### config.mk
export PLATFORM = sky130hd
export DESIGN_NAME = dfa_token_lexer_core_flat
export DESIGN_NICKNAME = d
export VERILOG_FILES = /design/src/hdl/dtl_pkg.sv /design/src/hdl/dtl_if.sv /design/src/hdl/dfa_token_lexer_core.sv /design/src/hdl/dtl_lex_fsm.sv /design/src/hdl/dtl_res_fifo.sv /design/src/flat_wrapper.sv
export SDC_FILE = /design/constraint.sdc
export NUM_CORES = 1
export LEC_CHECK = 0
export BUFFER_PORTS_ARGS = -buffer_cell sky130_fd_sc_hd__buf_2
export CAP_MARGIN = 5
export CELL_PAD_IN_SITES_DETAIL_PLACEMENT = 0
export CELL_PAD_IN_SITES_GLOBAL_PLACEMENT = 1
export CORE_MARGIN = 3
export CORE_UTILIZATION = 28
export CTS_CLUSTER_DIAMETER = 40
export CTS_CLUSTER_SIZE = 30
export DETAILED_ROUTE_END_ITERATION = 7
export GPL_ROUTABILITY_DRIVEN = 0
export GPL_TIMING_DRIVEN = 1
export MAX_ROUTING_LAYER = met4
export PLACE_DENSITY_LB_ADDON = 0.25
export SLEW_MARGIN = 10
export SYNTH_ARGS = -nofsm -noshare
export SYNTH_HDL_FRONTEND = slang
export SYNTH_HIERARCHICAL = 1
export SYNTH_SLANG_ARGS = --single-unit
### constraint.sdc
create_clock -name clk_i -period 4.9 [get_ports clk_i]
set_clock_uncertainty 0.1 [all_clocks]
set_input_delay 0.735 -clock clk_i [delete_from_list [all_inputs] [get_ports clk_i]]
set_output_delay 0.735 -clock clk_i [all_outputs]
set_load 0.05 [all_outputs]
### src/hdl/dtl_pkg.sv
// shared types and constants of the dfa token lexer
package dtl_pkg;

  // field widths
  localparam int unsigned CHAR_W  = 8;
  localparam int unsigned KIND_W  = 4;
  localparam int unsigned START_W = 16;
  localparam int unsigned LEN_W   = 8;

  // parameter defaults
  localparam int unsigned LEN_MAX_DEF  = 255;
  localparam int unsigned POS_BITS_DEF = 16;

  // result queue depth, a power of two
  localparam int unsigned RES_DEPTH = 4;

  // token kinds
  localparam logic [KIND_W-1:0] KIND_IDENT  = 4'd0;
  localparam logic [KIND_W-1:0] KIND_INT    = 4'd1;
  localparam logic [KIND_W-1:0] KIND_LIT    = 4'd2;
  localparam logic [KIND_W-1:0] KIND_GT     = 4'd3;
  localparam logic [KIND_W-1:0] KIND_GE     = 4'd4;
  localparam logic [KIND_W-1:0] KIND_ASSIGN = 4'd5;
  localparam logic [KIND_W-1:0] KIND_EQ     = 4'd6;
  localparam logic [KIND_W-1:0] KIND_PLUS   = 4'd7;
  localparam logic [KIND_W-1:0] KIND_MINUS  = 4'd8;
  localparam logic [KIND_W-1:0] KIND_STAR   = 4'd9;
  localparam logic [KIND_W-1:0] KIND_SLASH  = 4'd10;
  localparam logic [KIND_W-1:0] KIND_SEMI   = 4'd11;
  localparam logic [KIND_W-1:0] KIND_LPAREN = 4'd12;
  localparam logic [KIND_W-1:0] KIND_RPAREN = 4'd13;

  // one result item
  typedef struct packed {
    logic [KIND_W-1:0]  kind;
    logic [START_W-1:0] start;
    logic [LEN_W-1:0]   length;
    logic               last;
  } tok_t;

  // results of one processed item, first then second
  typedef struct packed {
    logic [1:0] num;
    tok_t       first;
    tok_t       second;
  } push_t;

endpackage

### src/hdl/dtl_if.sv
// channel interfaces for source bytes and tokens

interface dtl_in_if;
  logic                         valid;
  logic                         ready;
  logic [dtl_pkg::CHAR_W-1:0]   char_byte;
  logic                         end_of_input;

  modport source (output valid, output char_byte, output end_of_input, input ready);
  modport sink   (input valid, input char_byte, input end_of_input, output ready);
endinterface

interface dtl_out_if;
  logic                         valid;
  logic                         ready;
  logic [dtl_pkg::KIND_W-1:0]   token_kind;
  logic [dtl_pkg::START_W-1:0]  token_start;
  logic [dtl_pkg::LEN_W-1:0]    token_length;
  logic                         last_of_run;

  modport source (output valid, output token_kind, output token_start,
                  output token_length, output last_of_run, input ready);
  modport sink   (input valid, input token_kind, input token_start,
                  input token_length, input last_of_run, output ready);
endinterface

### src/hdl/dfa_token_lexer_core.sv
// top level of the dfa token lexer
// an accepted byte waits in the input register and is lexed once the token queue
//   has room; its tokens are written into the token queue, which registers them before they reach the output
// throughput: one byte per cycle while the four-entry token queue has room for
//   two tokens; the tokens of a byte that closes two leave the output one at a time
// reset: asynchronous, clears the lexer state, byte position and token queue
module dfa_token_lexer_core #(
  parameter int unsigned LEN_MAX  = dtl_pkg::LEN_MAX_DEF,
  parameter int unsigned POS_BITS = dtl_pkg::POS_BITS_DEF
) (
  input  logic      clk_i,
  input  logic      rst_ni,
  dtl_in_if.sink    in_i,
  dtl_out_if.source out_o
);
  import dtl_pkg::*;

  logic              in_v_q;
  logic [CHAR_W-1:0] char_q;
  logic              last_q;
  logic              room, fire;
  push_t             push;
  tok_t              head;

  // input register
  assign fire       = in_v_q & room;
  assign in_i.ready = ~in_v_q | fire;

  always_ff @(posedge clk_i or negedge rst_ni) begin
    if (!rst_ni) begin
      in_v_q <= 1'b0;
    end else if (in_i.ready) begin
      in_v_q <= in_i.valid;
    end
  end

  always_ff @(posedge clk_i) begin
    if (in_i.ready && in_i.valid) begin
      char_q <= in_i.char_byte;
      last_q <= in_i.end_of_input;
    end
  end

  // lexer
  dtl_lex_fsm #(
    .LEN_MAX  (LEN_MAX),
    .POS_BITS (POS_BITS)
  ) u_fsm (
    .clk_i  (clk_i),
    .rst_ni (rst_ni),
    .fire_i (fire),
    .char_i (char_q),
    .last_i (last_q),
    .push_o (push)
  );

  // token queue
  dtl_res_fifo u_fifo (
    .clk_i   (clk_i),
    .rst_ni  (rst_ni),
    .push_i  (push),
    .room_o  (room),
    .valid_o (out_o.valid),
    .ready_i (out_o.ready),
    .head_o  (head)
  );

  assign out_o.token_kind   = head.kind;
  assign out_o.token_start  = head.start;
  assign out_o.token_length = head.length;
  assign out_o.last_of_run  = head.last;

endmodule

### src/hdl/dtl_lex_fsm.sv
// lexer state machine: token state, open token and byte position
module dtl_lex_fsm #(
  parameter int unsigned LEN_MAX  = dtl_pkg::LEN_MAX_DEF,
  parameter int unsigned POS_BITS = dtl_pkg::POS_BITS_DEF
) (
  input  logic                       clk_i,
  input  logic                       rst_ni,
  input  logic                       fire_i,
  input  logic [dtl_pkg::CHAR_W-1:0] char_i,
  input  logic                       last_i,
  output dtl_pkg::push_t             push_o
);
  import dtl_pkg::*;

  localparam int unsigned LW = $clog2(LEN_MAX + 1);

  // lexer states
  localparam logic [3:0] ST_INIT = 4'd0;
  localparam logic [3:0] ST_ID   = 4'd1;
  localparam logic [3:0] ST_I1   = 4'd2;
  localparam logic [3:0] ST_I2   = 4'd3;
  localparam logic [3:0] ST_I3   = 4'd4;
  localparam logic [3:0] ST_GT   = 4'd5;
  localparam logic [3:0] ST_GE   = 4'd6;
  localparam logic [3:0] ST_AS   = 4'd7;
  localparam logic [3:0] ST_EQ   = 4'd8;
  localparam logic [3:0] ST_LIT  = 4'd9;
  localparam logic [3:0] ST_ONE  = 4'd10;

  // characters
  localparam logic [CHAR_W-1:0] CH_I     = 8'h69;
  localparam logic [CHAR_W-1:0] CH_N     = 8'h6e;
  localparam logic [CHAR_W-1:0] CH_T     = 8'h74;
  localparam logic [CHAR_W-1:0] CH_EQ    = 8'h3d;
  localparam logic [CHAR_W-1:0] CH_GT    = 8'h3e;
  localparam logic [CHAR_W-1:0] CH_SEMI  = 8'h3b;
  localparam logic [CHAR_W-1:0] CH_PLUS  = 8'h2b;
  localparam logic [CHAR_W-1:0] CH_MINUS = 8'h2d;
  localparam logic [CHAR_W-1:0] CH_STAR  = 8'h2a;
  localparam logic [CHAR_W-1:0] CH_SLASH = 8'h2f;
  localparam logic [CHAR_W-1:0] CH_LP    = 8'h28;
  localparam logic [CHAR_W-1:0] CH_RP    = 8'h29;
  localparam logic [CHAR_W-1:0] CH_UNDER = 8'h5f;

  logic [3:0]          st_q, st_d;
  logic [KIND_W-1:0]   kind_q, kind_d;
  logic [POS_BITS-1:0] start_q, start_d;
  logic [LW-1:0]       len_q, len_d;
  logic [POS_BITS-1:0] pos_q, pos_d;

  logic                is_letter, is_digit, alnum, cont;
  logic [3:0]          st_mid, st_new, st_b;
  logic [KIND_W-1:0]   kind_mid, kind_new, kind_b;
  logic [POS_BITS-1:0] start_b;
  logic [LW-1:0]       len_b;
  logic                emit0, emit1;
  tok_t                r0, r1;

  // wide views for the fixed output fields
  logic [POS_BITS+START_W-1:0] start0_w, start1_w;
  logic [LW+LEN_W-1:0]         len0_w, len1_w;

  // character classes
  assign is_letter = (char_i inside {[8'h61:8'h7a], [8'h41:8'h5a], CH_UNDER});
  assign is_digit  = (char_i inside {[8'h30:8'h39]});
  assign alnum     = is_letter | is_digit;

  // continue the open token or not
  always_comb begin
    cont     = 1'b0;
    st_mid   = st_q;
    kind_mid = kind_q;
    case (st_q)
      ST_ID: begin
        cont = alnum;
      end
      ST_I1: begin
        if (char_i == CH_N) begin
          st_mid = ST_I2;
          cont   = 1'b1;
        end else if (alnum) begin
          st_mid = ST_ID;
          cont   = 1'b1;
        end
      end
      ST_I2: begin
        if (char_i == CH_T) begin
          st_mid   = ST_I3;
          kind_mid = KIND_INT;
          cont     = 1'b1;
        end else if (alnum) begin
          st_mid = ST_ID;
          cont   = 1'b1;
        end
      end
      ST_I3: begin
        if (alnum) begin
          st_mid   = ST_ID;
          kind_mid = KIND_IDENT;
          cont     = 1'b1;
        end
      end
      ST_GT: begin
        if (char_i == CH_EQ) begin
          st_mid   = ST_GE;
          kind_mid = KIND_GE;
          cont     = 1'b1;
        end
      end
      ST_AS: begin
        if (char_i == CH_EQ) begin
          st_mid   = ST_EQ;
          kind_mid = KIND_EQ;
          cont     = 1'b1;
        end
      end
      ST_LIT: begin
        cont = is_digit;
      end
      default: begin
      end
    endcase
  end

  // token opened by the current byte
  always_comb begin
    st_new   = ST_ONE;
    kind_new = KIND_IDENT;
    if (char_i == CH_I) begin
      st_new = ST_I1;
    end else if (is_letter) begin
      st_new = ST_ID;
    end else if (is_digit) begin
      st_new   = ST_LIT;
      kind_new = KIND_LIT;
    end else if (char_i == CH_GT) begin
      st_new   = ST_GT;
      kind_new = KIND_GT;
    end else if (char_i == CH_EQ) begin
      st_new   = ST_AS;
      kind_new = KIND_ASSIGN;
    end else if (char_i == CH_SEMI) begin
      kind_new = KIND_SEMI;
    end else if (char_i == CH_PLUS) begin
      kind_new = KIND_PLUS;
    end else if (char_i == CH_MINUS) begin
      kind_new = KIND_MINUS;
    end else if (char_i == CH_STAR) begin
      kind_new = KIND_STAR;
    end else if (char_i == CH_SLASH) begin
      kind_new = KIND_SLASH;
    end else if (char_i == CH_LP) begin
      kind_new = KIND_LPAREN;
    end else if (char_i == CH_RP) begin
      kind_new = KIND_RPAREN;
    end else begin
      st_new = ST_INIT;
    end
  end

  // state after the byte, before the end-of-input flush
  always_comb begin
    emit0 = 1'b0;
    if (cont) begin
      st_b    = st_mid;
      kind_b  = kind_mid;
      start_b = start_q;
      len_b   = (len_q < LW'(LEN_MAX)) ? len_q + LW'(1) : len_q;
    end else begin
      emit0 = (st_q != ST_INIT);
      st_b  = st_new;
      if (st_new == ST_INIT) begin
        kind_b  = KIND_IDENT;
        start_b = '0;
        len_b   = '0;
      end else begin
        kind_b  = kind_new;
        start_b = pos_q;
        len_b   = LW'(1);
      end
    end
    emit1 = last_i && (st_b != ST_INIT);
  end

  // result fields, sized to the output widths
  assign start0_w = {{START_W{1'b0}}, start_q};
  assign start1_w = {{START_W{1'b0}}, start_b};
  assign len0_w   = {{LEN_W{1'b0}}, len_q};
  assign len1_w   = {{LEN_W{1'b0}}, len_b};

  always_comb begin
    r0.kind   = kind_q;
    r0.start  = start0_w[START_W-1:0];
    r0.length = len0_w[LEN_W-1:0];
    r0.last   = ~emit1;
    r1.kind   = kind_b;
    r1.start  = start1_w[START_W-1:0];
    r1.length = len1_w[LEN_W-1:0];
    r1.last   = 1'b1;
  end

  // pack results in order
  always_comb begin
    push_o.first  = emit0 ? r0 : r1;
    push_o.second = r1;
    push_o.num    = 2'd0;
    if (fire_i) begin
      push_o.num = {1'b0, emit0} + {1'b0, emit1};
    end
  end

  // next state, reset after the last byte
  always_comb begin
    if (last_i) begin
      st_d    = ST_INIT;
      kind_d  = KIND_IDENT;
      start_d = '0;
      len_d   = '0;
      pos_d   = '0;
    end else begin
      st_d    = st_b;
      kind_d  = kind_b;
      start_d = start_b;
      len_d   = len_b;
      pos_d   = pos_q + POS_BITS'(1);
    end
  end

  always_ff @(posedge clk_i or negedge rst_ni) begin
    if (!rst_ni) begin
      st_q    <= ST_INIT;
      kind_q  <= KIND_IDENT;
      start_q <= '0;
      len_q   <= '0;
      pos_q   <= '0;
    end else if (fire_i) begin
      st_q    <= st_d;
      kind_q  <= kind_d;
      start_q <= start_d;
      len_q   <= len_d;
      pos_q   <= pos_d;
    end
  end

endmodule

### src/hdl/dtl_res_fifo.sv
// result queue: takes up to two tokens a cycle, hands out one
module dtl_res_fifo (
  input  logic           clk_i,
  input  logic           rst_ni,
  input  dtl_pkg::push_t push_i,
  output logic           room_o,
  output logic           valid_o,
  input  logic           ready_i,
  output dtl_pkg::tok_t  head_o
);
  import dtl_pkg::*;

  localparam int unsigned PTR_W = $clog2(RES_DEPTH);
  localparam int unsigned CNT_W = PTR_W + 1;

  tok_t             mem_q [RES_DEPTH];
  logic [PTR_W-1:0] wp_q, wp_d, rp_q, rp_d;
  logic [CNT_W-1:0] cnt_q, cnt_d;
  logic             pop;

  assign valid_o = (cnt_q != '0);
  assign pop     = valid_o & ready_i;
  assign head_o  = mem_q[rp_q];

  // room for two tokens
  assign room_o = (cnt_q <= CNT_W'(RES_DEPTH - 2));

  // pointer and fill count
  always_comb begin
    wp_d  = wp_q + PTR_W'(push_i.num);
    rp_d  = rp_q + PTR_W'(pop);
    cnt_d = cnt_q + CNT_W'(push_i.num) - CNT_W'(pop);
  end

  always_ff @(posedge clk_i or negedge rst_ni) begin
    if (!rst_ni) begin
      wp_q  <= '0;
      rp_q  <= '0;
      cnt_q <= '0;
    end else begin
      wp_q  <= wp_d;
      rp_q  <= rp_d;
      cnt_q <= cnt_d;
    end
  end

  // token storage
  always_ff @(posedge clk_i) begin
    if (push_i.num != 2'd0) begin
      mem_q[wp_q] <= push_i.first;
    end
    if (push_i.num == 2'd2) begin
      mem_q[wp_q + PTR_W'(1)] <= push_i.second;
    end
  end

endmodule

### src/flat_wrapper.sv
// flat-port wrapper written by rule: the top's interface ports become plain ports
module dfa_token_lexer_core_flat import dtl_pkg::*;
#(
  parameter int unsigned LEN_MAX  = dtl_pkg::LEN_MAX_DEF,
  parameter int unsigned POS_BITS = dtl_pkg::POS_BITS_DEF
)
  (clk_i, rst_ni, in_i_valid, in_i_char_byte, in_i_end_of_input, in_i_ready, out_o_valid, out_o_token_kind, out_o_token_start, out_o_token_length, out_o_last_of_run, out_o_ready);
  dtl_in_if in_i_i ();
  dtl_out_if out_o_i ();
  input  logic clk_i;
  input  logic rst_ni;
  input wire logic [$bits(in_i_i.valid)-1:0] in_i_valid;
  input wire logic [$bits(in_i_i.char_byte)-1:0] in_i_char_byte;
  input wire logic [$bits(in_i_i.end_of_input)-1:0] in_i_end_of_input;
  output wire logic [$bits(in_i_i.ready)-1:0] in_i_ready;
  output wire logic [$bits(out_o_i.valid)-1:0] out_o_valid;
  output wire logic [$bits(out_o_i.token_kind)-1:0] out_o_token_kind;
  output wire logic [$bits(out_o_i.token_start)-1:0] out_o_token_start;
  output wire logic [$bits(out_o_i.token_length)-1:0] out_o_token_length;
  output wire logic [$bits(out_o_i.last_of_run)-1:0] out_o_last_of_run;
  input wire logic [$bits(out_o_i.ready)-1:0] out_o_ready;
  assign in_i_i.valid = in_i_valid;
  assign in_i_i.char_byte = in_i_char_byte;
  assign in_i_i.end_of_input = in_i_end_of_input;
  assign in_i_ready = in_i_i.ready;
  assign out_o_valid = out_o_i.valid;
  assign out_o_token_kind = out_o_i.token_kind;
  assign out_o_token_start = out_o_i.token_start;
  assign out_o_token_length = out_o_i.token_length;
  assign out_o_last_of_run = out_o_i.last_of_run;
  assign out_o_i.ready = out_o_ready;
  dfa_token_lexer_core #(.LEN_MAX(LEN_MAX), .POS_BITS(POS_BITS)) u_core (.clk_i(clk_i), .rst_ni(rst_ni), .in_i(in_i_i), .out_o(out_o_i));
endmodule
# Word-level counts from Yosys, hierarchy flattened
# Memories as Yosys holds them, arrays and structs flattened.
# Cells that the tools add are included.
# classes
n_reduce_logical	12
magnitude_cmp	8
n_eq_ne	21
bitwise_logic	6
muxes	60
add_sub_neg	8
# ops
cell	n
$mux W4	38
$eq A8 B6 Y1 const B	9
$mux W16	4
$eq A8 B7 Y1 const B	4
$mux W29	1
$mux W8	3
$pmux W4 S5	1
$add A16 B1 Y16 const B	1
$ge A8 B7 Y1 const B	2
$le A8 B7 Y1 const B	2
$pmux W4 S4	1
$eq A4 B3 Y1 const B	3
$mux W1	10
$add A8 B1 Y8 const B	1
$eq A4 B2 Y1 const B	2
$ge A8 B6 Y1 const B	1
$le A8 B6 Y1 const B	1
$lt A8 B8 Y1 const B	1
$reduce_bool A4 Y1	2
$pmux W1 S6	1
$reduce_bool A3 Y1	2
$logic_and A1 B1 Y1	5
$eq A4 B1 Y1 const B	1
$eq A4 B4 Y1 const B	1
15 further kinds	18
# totals
in_bits	13
ramBits	116
reg_bits	65
wordCells	127
n_memories	1
out_inout_bits	31
# mem_list
memory	words	word_bits	read_ports	rd_ports_with_merged_regs	wr	line	rtl
u_core.u_fifo.mem_q	4	29	1	0	2	dtl_res_fifo.sv:16	tok_t mem_q [RES_DEPTH];

# Depth between registers and ports, before layout
# depth
ltp_word	21
ltp_mapped	16
depth_no_buf	13

# By module
# Netlist, hierarchy kept.
# modules_own_cells
mod	seq_area_each_um2	n_inst	area_each_um2	cells_per_inst
dtl_res_fifo	3658.5	1	6054.6	322
dtl_lex_fsm	1201.2	1	3797.4	456
dfa_token_lexer_core	295.3	1	330.3	14

# Worst setup path before layout
# No wires, ideal clock.
# synth_path
path_kind	reg2reg
from	register u_core.char_q[3]
to	memory u_core/u_fifo/mem_q[0][0] (netlist name) (enable)
path_stages_with_launch	10
arrival_time_ns	4.546
period_less_slack_ns	5.101
path_buffers	0
required_ns	4.345
setup_time_ns	0.455
setup_slack_ns	-0.201
cell_sequence	edfxtp_1 > or3_4 > o311ai_4 > o211ai_4 > nor4_4 > nor2_1 > ha_1 > and2_1 > o21bai_1 > o21ai_0
# synth_lines
item	line	rtl
start: declaration	dfa_token_lexer_core.sv:19	logic [CHAR_W-1:0] char_q;
start signal: assignment	dfa_token_lexer_core.sv:39	char_q <= in_i.char_byte;
end: declaration	dtl_res_fifo.sv:16	

==> summary.md <==
| Metric | Value |
|---|---|
| Status | `finished clean` |
| Setup violators final | `0` |
| Synth top area share | `36.9%` |
| Chip width | `slightly below 200 µm` |
| Setup crit end | `u_core/u_fifo/mem_q[3][7]$_DFFE_PP_` |
| GRT Util Overall | `approximately 15%` |
| CTS clk-pin slew, worst paths | `0.07 ns` |
| Post-synthesis cell count | `792` |
| Layout net count | `838` |
| Worst Path Arrival | `4.40 ns` |
| WP data required | `about 4.9 ns` |
| R2R depth | `10` |
| Clock power frac | `22.0%` |
| Final TNS setup | `0 ns` |
| Number of CTS-inserted buffers | `17` |
| Seq/Total Area, Yosys | `between 50% and 60%` |
| Area grow syn2layout | `13.1%` |
| Worst Tran Pin Value | `0.997 ns` |
| Die ar. | `38,700 µm²` |
| TritonCTS clock tree | `yes` |
| Largest net degree at the start of global routing | `between 50 and 60` |
| Switching share of power | `43.3%` |
| Final hold vios | `0` |
| Initial antenna violation count | `0` |
| Most frequent cell after synthesis | `edfxtp_1` |
| Worst-path maximum fanout | `21` |
| Worst-path cell chain | `and4bb_1 -> a32oi_1 -> o211ai_4 -> nor4_4 -> nor2_1 -> ha_1 -> and2_1 -> mux2i_1 -> nor2_4 -> buf_4` |
| Gr ovfl total | `0` |
| Critical path's slowest cell | `nor2_4` |
| Syn Nets | `812` |
| Fin. max-slew vios | `0` |
| First drt pass iteration count | `5` |
| Fmax | `0.229 GHz` |
| I/O Pins | `44` |
| # hold bufs at CTS | `0` |
| Psw | `approximately 2700 µW` |
| H-tree levels | `4` |
| Synth Warn # | `6` |
| Seq pwr share | `36.6%` |
| Vias per cell | `~5.2` |
| Netlist cell types | `just over 80` |
| Final Cycle Share | `just under 90%` |
| Synth Cell Area | `10,200 µm²` |
| Synth area leader | `edfxtp_1` |
| Post-route ant nets | `0` |
| Post-synth EDFFs | `125` |
| Inserted Diodes | `0` |
| Starting Density | `28.5%` |
| #FFs+latches synth | `181` |
| Drt initial violations | `roughly 500` |
| R2R Path Start | `u_core/char_q[4]$_DFFE_PP_` |
| First-pass GRT wire length | `42,700 µm` |
| Leak | `0.00429 µW` |
| Comb pwr share | `41.4%` |
| Core Rows | `between 60 and 70` |
| Power per Cell Area | `around 540 nW/µm²` |
| RSZ-0062 raised after global routing | `no` |
| Post-cts repair resize count | `0` |
| Via count | `roughly 6,700` |
| Async SR Flop Fraction | `30.9%` |
| Setup slack at placement | `0.516 ns` |
| Crit path launch | `u_core/char_q[4]$_DFFE_PP_` |
| Max clock buf depth | `2` |
| Post-route setup slack | `0.534 ns` |
| CP endpoint kind | `flip-flop` |
| Post-CTS setup buffers | `0` |
| Minimum clock period | `4.37 ns` |
| Clk Latency, worst-skew pair | `0.44 ns` |
| Most used DFF post-synth | `edfxtp_1` |
| Worst Hold Class | `in2async` |
| Total Routed Length | `26,900 µm` |
| Core Box Area | `around 36,000 µm²` |
| DRC Markers | `0` |
| Top post-synthesis cells by area | `edfxtp_1 37%, dfrtp_1 14%, mux2_2 11%` |
| IO Port Bufs | `43` |
| Post-DP HPWL | `16,800 µm` |
| Max-cap viol count | `0` |
| Number of clock sinks | `181` |
| Pint | `3550 µW` |
| Worst reg2reg path endpoint | `u_core/u_fifo/mem_q[3][7]$_DFFE_PP_` |
| Share of layout cells above drive strength 1 | `between 20% and 30%` |
| Wire per inst | `20.8 µm` |
| Die Ht | `197 µm` |
| Crit path max-delay family | `simple AND/OR/NAND/NOR gates` |
| Stages on worst setup path | `10` |
| Syn_area_per_cell | `12.9 µm²` |
| WS Path Type | `reg2reg` |
| R2R setup slack | `0.53 ns` |
| Fillers | `3,614` |
| Crit path buf inv count | `1` |
| Max incr delay on CP | `0.71 ns` |
| Worst slew margin | `33.6%` |
| Peak supply drop | `309 µV` |
| Commonest cells post-synth | `125 x edfxtp_1, 97 x mux2_2, 56 x dfrtp_1` |
| Startpoint Class | `flip-flop` |
| Vias in the first global route | `6,907` |
| CTS root buf | `clkbuf_16` |
[worst reg2reg max path: cells and delay by family (launching register included)]
| kind | cells | cell delay (ns) |
|---|---|---|
| AO/OA/AOI/OAI | 2 | 0.53 |
| adder cells (fa/ha/maj) | 1 | 0.28 |
| buffers and inverters | 1 | 0.36 |
| flip-flops | 1 | 0.62 |
| multiplexers | 1 | 0.25 |
| AND/OR/NAND/NOR | 5 | 1.94 |
[power groups by stage]
| stage | sequential, µW | clock, µW | combinational, µW |
|---|---|---|---|
| floorplan | 2120 | 0 | 2040 |
| global placement | 2330 | 0 | 2620 |
| detailed placement | 2330 | 0 | 2620 |
| CTS | 2300 | 1430 | 2630 |
| global route | 2340 | 1490 | 2780 |
| finish | 2290 | 1380 | 2590 |
[cell type report]
class                           count  area [µm²]  area share (%)
Tap cell                          461         577            5.01
Sequential cell                   181        5160            44.8
Inverter                           17        63.8           0.554
Multi-Input combinational cell    535        4700            40.8
Clock inverter                     13         144            1.25
Timing Repair Buffer               66         450            3.91
Clock buffer                       19         433            3.76
[placed cells by master, fill, tap and decap left out, types with 11 or more instances in the layout]
cell type	netlist	final
a31o_1	15	15
buf_2	16	43
nand2_1	29	29
mux2_2	97	97
nor2b_1	23	23
nor3_1	13	13
mux2_1	20	20
buf_4	7	18
clkbuf_16	0	17
a22o_1	33	33
nor2_1	41	38
a21oi_1	30	30
mux4_2	29	29
inv_1	16	16
dfrtp_1	56	55
and3_1	11	11
o21ai_0	19	18
nand3_1	21	21
edfxtp_1	125	125
[state kept, by name, summed over array words and instances, names as in the netlist]
name                  count
u_core/char_q             8
u_core/in_v_q             1
u_core/last_q             1
u_core/u_fifo/cnt_q       3
u_core/u_fifo/mem_q     116
u_core/u_fifo/rp_q        2
u_core/u_fifo/wp_q        2
u_core/u_fsm/kind_q       4
u_core/u_fsm/len_q        8
u_core/u_fsm/pos_q       16
u_core/u_fsm/st_q         4
u_core/u_fsm/start_q     16
[stage by stage]
step	std cells	hold slack [ns]	instance area [µm²]	power [µW]	utilization (%)
finish	1292	0.350	11500	6260	32.2
global route	1292	0.342	11500	6610	32.2
CTS	1292	0.344	11500	6350	32.2
detailed placement	1260	0.410	10900	4950	30.6
global placement	1260	0.404	10900	4940	30.6
floorplan	792	0.339	10200	4150	-
[kinds of logic after synthesis]
kind of cell             count (synthesis)  share of synthesized area (%)
adder cells (fa/ha/maj)                  7                          0.934
flip-flops                             181                           50.6
multiplexers                           156                           20.3
buffers and inverters                   76                           3.77
XOR/XNOR                                17                           1.46
other                                    1                         0.0368
AO/OA/AOI/OAI                          170                           12.5
AND/OR/NAND/NOR                        184                           10.3
[worst min path at each step]
stage | start | end | slack (ns)
floorplan | rst_ni | u_core/in_v_q$_DFFE_PN0P_ | 0.34
global placement | u_core/u_fsm/start_q[1]$_DFFE_PN0P_ | u_core/u_fsm/start_q[1]$_DFFE_PN0P_ | 0.40
detailed placement | u_core/u_fsm/start_q[8]$_DFFE_PN0P_ | u_core/u_fsm/start_q[8]$_DFFE_PN0P_ | 0.41
CTS | in_i_char_byte[1] | u_core/char_q[1]$_DFFE_PP_ | 0.34
global route | in_i_char_byte[1] | u_core/char_q[1]$_DFFE_PP_ | 0.34
finish | rst_ni | u_core/u_fsm/st_q[0]$_DFFE_PN0P_ | 0.35
[layer usage]
metal	wire length [µm]	vias up	global-route usage (%)
met5	0	-	-
met1	13600	3380	21.2
li1	-	3130	-
met2	12200	133	22.3
met4	318	0	3.41
met3	738	27	2.36
Power figures use the tool's default switching activity.
